[config.mk]
export PLATFORM = sky130hd
export DESIGN_NAME = cls_queue
export DESIGN_NICKNAME = d
export VERILOG_FILES = /design/src/rtl/core/cls_pkg.sv /design/src/rtl/core/cls_queue.sv
export SDC_FILE = /design/constraint.sdc
export NUM_CORES = 1
export LEC_CHECK = 0
export BUFFER_PORTS_ARGS = -buffer_cell sky130_fd_sc_hd__buf_2
export CAP_MARGIN = 5
export CORE_MARGIN = 1
export CORE_UTILIZATION = 45
export CTS_BUF_LIST = sky130_fd_sc_hd__clkbuf_16
export CTS_CLUSTER_SIZE = 20
export DETAILED_ROUTE_END_ITERATION = 8
export PLACE_DENSITY = 0.73
export SKIP_CTS_REPAIR_TIMING = 1
export SLEW_MARGIN = 20
export SYNTH_ARGS = -nofsm -noshare
export SYNTH_HDL_FRONTEND = slang
export SYNTH_SLANG_ARGS = --single-unit
export TNS_END_PERCENT = 1
[constraint.sdc]
create_clock -name aclk -period 11.6 [get_ports aclk]
set_input_delay 2.32 -clock aclk [delete_from_list [all_inputs] [get_ports aclk]]
set_output_delay 2.32 -clock aclk [all_outputs]
set_load 0.01 [all_outputs]
[src/rtl/core/cls_pkg.sv]
// Shared types, constants and helper functions of the contour smoother.
package cls_pkg;

    localparam int MAX_VERTICES  = 65536;
    localparam int FRACTION_BITS = 16;
    localparam int CNT_W         = $clog2(MAX_VERTICES) + 1;
    localparam int IDX_W         = 16;
    localparam int MT_W          = 31;
    localparam int QUEUE_DEPTH   = 4;
    localparam int REG_TRAVEL_CAP = 0;

    typedef struct packed {
        logic signed [31:0] x_in;
        logic signed [31:0] y_in;
        logic               closes_contour;
    } in_item_t;

    typedef struct packed {
        logic signed [31:0] x_out;
        logic signed [31:0] y_out;
        logic [IDX_W-1:0]   vertex_index;
        logic               final_of_contour;
    } out_item_t;

    typedef struct packed {
        logic signed [31:0] x;
        logic signed [31:0] y;
    } vertex_t;

    // one vertex to smooth: previous, self, next
    typedef struct packed {
        vertex_t          p;
        vertex_t          s;
        vertex_t          n;
        logic [IDX_W-1:0] idx;
        logic             fin;
        logic             pass;
    } job_t;

    // round half away from zero at fb fraction bits, saturate to 32 bits
    function automatic logic signed [31:0] round_sat(input logic signed [63:0] q,
                                                      input int unsigned fb);
        logic        neg;
        logic [63:0] mag;
        logic [63:0] r;
        neg = q[63];
        mag = neg ? 64'(-q) : 64'(q);
        r   = (mag + (64'(1) << (fb - 1))) >> fb;
        if (!neg) begin
            round_sat = (r > 64'h7FFF_FFFF) ? 32'sh7FFF_FFFF : signed'(r[31:0]);
        end else begin
            round_sat = (r > 64'h8000_0000) ? 32'sh8000_0000 : signed'(32'(-r[31:0]));
        end
    endfunction

    function automatic logic [IDX_W-1:0] rep_index(input logic [CNT_W-1:0] k);
        logic [CNT_W-1:0] lim;
        lim = CNT_W'(MAX_VERTICES - 1);
        rep_index = (k > lim) ? IDX_W'(lim) : IDX_W'(k);
    endfunction

endpackage

[src/rtl/core/cls_queue.sv]
// Small job FIFO between front and back end.
module cls_queue (
    input  logic          aclk,
    input  logic          aresetn,
    input  logic          wr_valid,
    output logic          wr_ready,
    input  cls_pkg::job_t wr_job,
    output logic          rd_valid,
    input  logic          rd_ready,
    output cls_pkg::job_t rd_job
);

    localparam int PW = $clog2(cls_pkg::QUEUE_DEPTH);

    cls_pkg::job_t mem [cls_pkg::QUEUE_DEPTH];
    logic [PW-1:0] wp_reg, rp_reg;
    logic [PW:0]   fill_reg;
    logic push, pop;

    assign wr_ready = (fill_reg != (PW+1)'(cls_pkg::QUEUE_DEPTH));
    assign rd_valid = (fill_reg != '0);
    assign rd_job   = mem[rp_reg];
    assign push     = wr_valid && wr_ready;
    assign pop      = rd_valid && rd_ready;

    always_ff @(posedge aclk) begin
        if (!aresetn) begin
            wp_reg   <= '0;
            rp_reg   <= '0;
            fill_reg <= '0;
        end else begin
            if (push) wp_reg <= wp_reg + PW'(1);
            if (pop)  rp_reg <= rp_reg + PW'(1);
            if (push && !pop)      fill_reg <= fill_reg + (PW+1)'(1);
            else if (pop && !push) fill_reg <= fill_reg - (PW+1)'(1);
        end
    end

    always_ff @(posedge aclk) begin
        if (push) begin
            mem[wp_reg] <= wr_job;
        end
    end

endmodule

==> results of run 1 <==
==> cells in the mapped netlist, drive strengths merged <==
cell type / count
clkbuf: 4
nand2: 5
or3: 2
dfxtp: 9
mux2i: 3
and2: 8
o31ai: 1
mux4: 210
inv: 3
edfxtp: 840
xnor2: 3
fa: 1
a21boi: 2
nor2b: 1
nor2: 1
xor2: 1
ha: 5
buf: 44
o21ai: 1
o311ai: 1
==> layout make-up <==
cell class                      count  share of cell area [%]
Sequential cell                   849                   69.58
Multi-Input combinational cell    245                   13.74
Timing Repair Buffer              444                   6.235
Clock buffer                       86                   5.893
Tap cell                          873                   2.991
Clock inverter                     71                   1.456
Antenna cell                       10                 0.06852
Inverter                            3                 0.03083
==> cells by family after synthesis <==
kind of cell / synth area share, %
flip-flops: 81.95
multiplexers: 15.35
buffers and inverters: 1.889
AND/OR/NAND/NOR: 0.2947
adder cells (fa/ha/maj): 0.2664
AO/OA/AOI/OAI: 0.1292
XOR/XNOR: 0.1130
==> per-stage QoR <==
step | instance area [sq um] | setup WS (ns) | total power (W) | hold slack (ns) | instances
2_1_floorplan | 31000 | 3.583 | 0.005221 | 0.4677 | 1145
3_3_place_gp | 33800 | 5.746 | 0.005716 | 0.4778 | 2414
3_5_place_dp | 33800 | 5.735 | 0.005758 | 0.5041 | 2414
4_1_cts | 36490 | 5.051 | 0.008368 | 0.5130 | 2571
5_1_grt | 36510 | 4.965 | 0.008570 | 0.5489 | 2575
6_report | 36520 | 5.378 | 0.008245 | 0.5202 | 2581
==> how the worst max path moves through the flow <==
stage / startpoint / cells past startpoint / endpoint / slack, ns
6_report: flip-flop / 4 / rd_job[97] / 5.38
5_1_grt: flip-flop / 4 / rd_job[103] / 4.97
4_1_cts: flip-flop / 4 / rd_job[82] / 5.05
3_5_place_dp: flip-flop / 4 / rd_job[82] / 5.73
3_3_place_gp: flip-flop / 4 / rd_job[82] / 5.75
2_1_floorplan: wr_valid / 2 / mem[0][0] / 3.58
==> per-layer routing <==
layer	wire [um]	share of wire [%]
met5	107	0.18
met4	1586	2.6
met3	4275	7.1
met2	31080	51
met1	23570	39
==> power groups by stage <==
stage / combinational, W / sequential [W] / clock, W
after floorplan: 0.00132 / 0.00390 / 0
after global placement: 0.00183 / 0.00388 / 0
after detailed placement: 0.00185 / 0.00391 / 0
after CTS: 0.00186 / 0.00385 / 0.00267
after global routing: 0.00193 / 0.00387 / 0.00277
final: 0.00181 / 0.00384 / 0.00260
==> critical path, cell delays in order, from the launching register on <==
cell     delay, ns
dfxtp_4       0.75
buf_4         0.75
buf_4         0.87
mux4_2        0.63
buf_2         0.16
==> results.yml, run 1 <==
sta:
  worstMarginPinSlew_ns: 1.042
  fin_worst_skew_ns: 0.02521
  setup_violations: 0
  final.setup.tns_ns: 0
  slew_headroom_pct: 30.54
  rsz0062_at_grt: "false"
  hold_viol_final: 0
  drv_slew: 0
  fmax_mhz: 160.7
  period_minus_slack_ns: 6.222
  finalCritPeriodShare_pct: 53.64
final_layout:
  register_area_sq_um: 25410
  mostFrequentLayoutCells: "edfxtp_1 (840), buf_2 (425), mux4_2 (210)"
  final_common_cell: "edfxtp_1"
  multi_input_area_sq_um: 5019
  largest_reg_flops: 840
  final_nets: 1849
  fillers: 5041
  utilization_pct: 54.00
  area_growth_syn_to_layout_pct: 17.81
  drive_gt1_share_pct: 45.70
setup_path:
  cp-end-kind: "primary output"
  cp.required_ns: 9.28
  r2r-start: "fill_reg[0]"
  ff2ff_setup_slack_ns: 7.88
  reg2reg_to: "mem[3][3]"
  crit_arrival_ns: 3.90
  cp-start-kind: "flip-flop"
  worstSetupPathType: "flip-flop to primary output"
  crit_fanout: 48
  r2r_cells: 5
hold_path:
  min_to: "wp_reg[0]"
  min_from: "wp_reg[0]"
  hold_path_class: "flip-flop to flip-flop"
  min_path_cells: 2
floorplanning:
  initial_core_util_pct: 45.83
  die_height_um: 264.5
  core_area_sq_um: 67630
  fp-row-count: 95
  dieWidth_um: 264.5
  die_area_sq_um: 69940
  pin_count: 426
detailed_routing:
  ant_nets: 0
  totalWireLength_um: 60620
  drc: 0
  vias: 13890
  viasPerCell: 5.383
  initialDrtViolationCount: 1012
  avgRoutedWirePerCell_um: 23.49
  dr.pass1.iters: 5
synth:
  synthTopCellsByArea: "edfxtp_1 (81%), mux4_2 (15%), buf_12 (1.4%)"
  ys_types: 24
  synth_top_area_share_pct: 81.37
  yosys_warnings: 0
  yosys.area.top_type: "edfxtp_1"
  syn_avg_cell_area_sq_um: 27.07
  syn_area_sq_um: 31000
  ys_seq_elements: 849
  syn_inst: 1145
  synth_nets: 1365
  synth-seq-area-share_pct: 81.95
place:
  place_hpwl_um: 36760
  gp_routability_congestion: 0.7522
  port_buffers: 425
global_route:
  grtUsageTotal_pct: 17.38
  grtUsageMet3_pct: 4.589
  grt_pass1_wl_um: 90560
  grt_use_met1_pct: 21.94
  grt_max_degree: 70
  gr-usage-met2_pct: 28.94
  grt-busiest-layer: "met2"
  grt_pass1_vias: 14650
  antenna_found_initial: 14
  grt.overflow.total: 0
power_and_ir_drop:
  clkPwrFrac_pct: 31.6
  peakVddDrop_mv: 0.1490
  cellInternalPower_w: 0.006055
  p_per_area_nw_per_um2: 225.8
  p_leak_nw: 12.16
  p_seq_share_pct: 46.5
  power.switching_w: 0.002190
  power_frac_comb_pct: 21.9
  p_sw_share_pct: 26.56
clock_network:
  clkLatencyLatePin_ns: 0.62
  cts_tree: "done"
  ctsRootBufferMaster: "clkbuf_16"
  cts_buffers: 86
  clock-sinks: 849
  clk_pin_slew_worst_paths_ns: 0.06
  htree_levels: 3
  clockBufferDepth: 3
flow_run:
  cap_violations: 0
status:
  status: "completed"
Power figures use the tool's default switching activity.
==> run 2, diff against run 1 <==
- ABC_AREA: default -> 1
- PLACE_DENSITY: 0.73 -> 0.75
- clock period: 11.6 -> 5.6 ns (I/O delays scaled with it)
==> results.yml, run 2 <==
status:
  status: "completed"
global_route:
  grt_pass1_vias: 19390
  grt_use_met1_pct: 22.97
  grt_max_degree: 250
  grtUsageMet3_pct: 4.505
  gr-usage-met2_pct: 32.66
  grt-busiest-layer: "met2"
  grt.overflow.total: 0
  grtUsageTotal_pct: 19.55
  grt_pass1_wl_um: 107400
  antenna_found_initial: 33
setup_path:
  cp_slowest_cell: "buf_4"
  crit_fanout: 174
  worst-path-buf-inv: 4
  cp.depth: 6
  critPathTopFamily: "buffers and inverters"
  max_stage_delay_ns: 0.56
  reg2reg_to: "mem[0][8]"
  cp-end-kind: "primary output"
  cp-endpoint: "rd_job[28]"
  cp.required_ns: 4.48
  r2r-start: "fill_reg[0]"
  crit_arrival_ns: 3.31
  ff2ff_setup_slack_ns: 3.04
  worstSetupPathType: "flip-flop to primary output"
  r2r_cells: 6
  cp-start-kind: "flip-flop"
  worstPathCellList: "inv_12, buf_16, buf_4, nor2_1, o22ai_1, buf_2"
place:
  place_hpwl_um: 39840
  placedCellCount: 3336
  gp_routability_congestion: 0.8038
  dpl_cell_area_sq_um: 34340
  port_buffers: 425
power_and_ir_drop:
  clkPwrFrac_pct: 31.6
  power_frac_comb_pct: 22.8
  cellInternalPower_w: 0.01206
  p_leak_nw: 12.88
  p_per_area_nw_per_um2: 465.2
  peakVddDrop_mv: 0.4229
  p_sw_share_pct: 30.39
  power.switching_w: 0.005262
  p_seq_share_pct: 45.6
synth:
  yosys.area.top_type: "edfxtp_1"
  syn_avg_cell_area_sq_um: 15.11
  yosys_warnings: 0
  synth-edff-count: 840
  synthTopCellsByArea: "edfxtp_1 (80%), o21ai_0 (6.2%), nor2_1 (5.1%)"
  synth-simple-area-share_pct: 5.401
  syn_area_sq_um: 31710
  yosys-top-cells-count: "edfxtp_1 (840), nor2_1 (434), o21ai_0 (391), o22ai_1 (210), clkbuf_1 (66)"
  synth_compound_area_share_pct: 10.83
  synth_most_common_cell: "edfxtp_1"
  synthArstFlopShare_pct: 0
  synth.area.mux_share_pct: 0
  ys_types: 20
  synth_nets: 2319
  synth_top_family_by_area: "compound AO/OA/AOI/OAI gates"
  synthFlopType: "edfxtp_1"
  ys_seq_elements: 849
  synth-seq-area-share_pct: 80.11
  synth_top_area_share_pct: 79.54
  synthAdderAreaFrac_pct: 0.2604
  synth_xor_area_share_pct: 0.02762
  syn_inst: 2099
floorplanning:
  die_height_um: 267.5
  initial_core_util_pct: 45.84
  pin_count: 426
  fp-row-count: 96
  die_area_sq_um: 71530
  core_area_sq_um: 69190
  dieWidth_um: 267.5
clock_network:
  cts_tree: "done"
  clk_pin_slew_worst_paths_ns: 0.06
  htree_levels: 3
  clkLatencyLatePin_ns: 0.63
  cts_buffers: 85
  clock-sinks: 849
  ctsRootBufferMaster: "clkbuf_16"
  clockBufferDepth: 3
final_layout:
  largest_reg_flops: 840
  final_common_cell: "edfxtp_1"
  drive_gt1_share_pct: 22.60
  mostFrequentLayoutCells: "edfxtp_1 (840), nor2_1 (430), buf_2 (425)"
  area_growth_syn_to_layout_pct: 17.40
  final_cells: 3523
  final_nets: 2714
  register_area_sq_um: 25410
  fillers: 5506
  multi_input_area_sq_um: 5270
  final_area_sq_um: 37230
sta:
  setup_violations: 0
  period_minus_slack_ns: 4.433
  finalCritPeriodShare_pct: 79.15
  rsz0062_at_grt: "false"
  slew_headroom_pct: 33.31
  hold_viol_final: 0
  fin_worst_skew_ns: 0.02774
  worstMarginPinSlew_ns: 1.000
  fmax_mhz: 225.6
  drv_slew: 0
detailed_routing:
  ant_nets: 0
  vias: 19240
  drc: 0
  avgRoutedWirePerCell_um: 20.37
  dr.pass1.iters: 5
  initialDrtViolationCount: 1388
  totalWireLength_um: 71750
  viasPerCell: 5.460
flow_run:
  cap_violations: 0
hold_path:
  hold_path_class: "flip-flop to flip-flop"
-- run 2: logic make-up after synthesis --
group | count (synthesis)
AOI/OAI and AO/OA | 634
xor gates and xnor gates | 1
buffers and inverters | 155
and+or+nand+nor | 454
adders and majority gates | 6
DFF | 849
-- run 2: metal layers --
| metal | vias to the layer above | routed length, um | part of all wire, % |
|---|---|---|---|
| met5 | - | 101 | 0.14 |
| met4 | 16 | 3758 | 5.2 |
| met3 | 213 | 4984 | 6.9 |
| met2 | 707 | 35820 | 50 |
| met1 | 9531 | 27090 | 38 |
| li1 | 8768 | - | - |
-- run 2: cell type report --
| cell class | instances | area share (%) |
|---|---|---|
| clock inverters | 69 | 1.623 |
| multi-input cells | 1095 | 14.16 |
| diodes | 30 | 0.2017 |
| repair buffers | 447 | 6.634 |
| inverters | 16 | 0.2151 |
| flip-flops and latches | 849 | 68.26 |
| well taps | 931 | 3.129 |
| clock buffers | 86 | 5.781 |
-- run 2: worst reg2reg max path, stage by stage, from the launching register on --
cell and delay (ns):
dfxtp_1 0.41, nor2_1 0.08, nand2_1 0.17, nand2_1 0.28
nor2_4 0.54, buf_16 0.24, buf_12 0.39
-- run 2: how the worst min path moves through the flow --
stage	end	slack (ns)	depth (start not counted)	from
after floorplan	flip-flop	0.46	2	rp_reg[1]
after detailed placement	flip-flop	0.51	2	rp_reg[0]
after global placement	rp_reg[0]	0.49	2	rp_reg[0]
after global routing	rp_reg[0]	0.55	2	rp_reg[0]
after CTS	rp_reg[0]	0.52	2	rp_reg[0]
final	rp_reg[0]	0.52	2	rp_reg[0]
-- run 2: stage by stage --
step,hold slack [ns],utilization [%],power [W],TNS [ns],setup WS [ns]
6_report,0.5206,53.81,0.01732,0,1.167
5_1_grt,0.5496,53.79,0.01804,0,1.031
4_1_cts,0.5180,53.62,0.01742,0,1.360
3_5_place_dp,0.5077,49.64,0.01195,0,2.088
3_3_place_gp,0.4914,49.64,0.01182,0,2.069
2_1_floorplan,0.4648,-,0.01060,-1350.59,-1.608
-- run 2: power by group through the flow --
stage / sequential [W] / combinational [W] / clock (W)
2_1_floorplan: 0.00808 / 0.00252 / 0
3_3_place_gp: 0.00799 / 0.00384 / 0
3_5_place_dp: 0.00802 / 0.00393 / 0
4_1_cts: 0.00789 / 0.00395 / 0.00557
5_1_grt: 0.00794 / 0.00430 / 0.00580
6_report: 0.00789 / 0.00395 / 0.00548
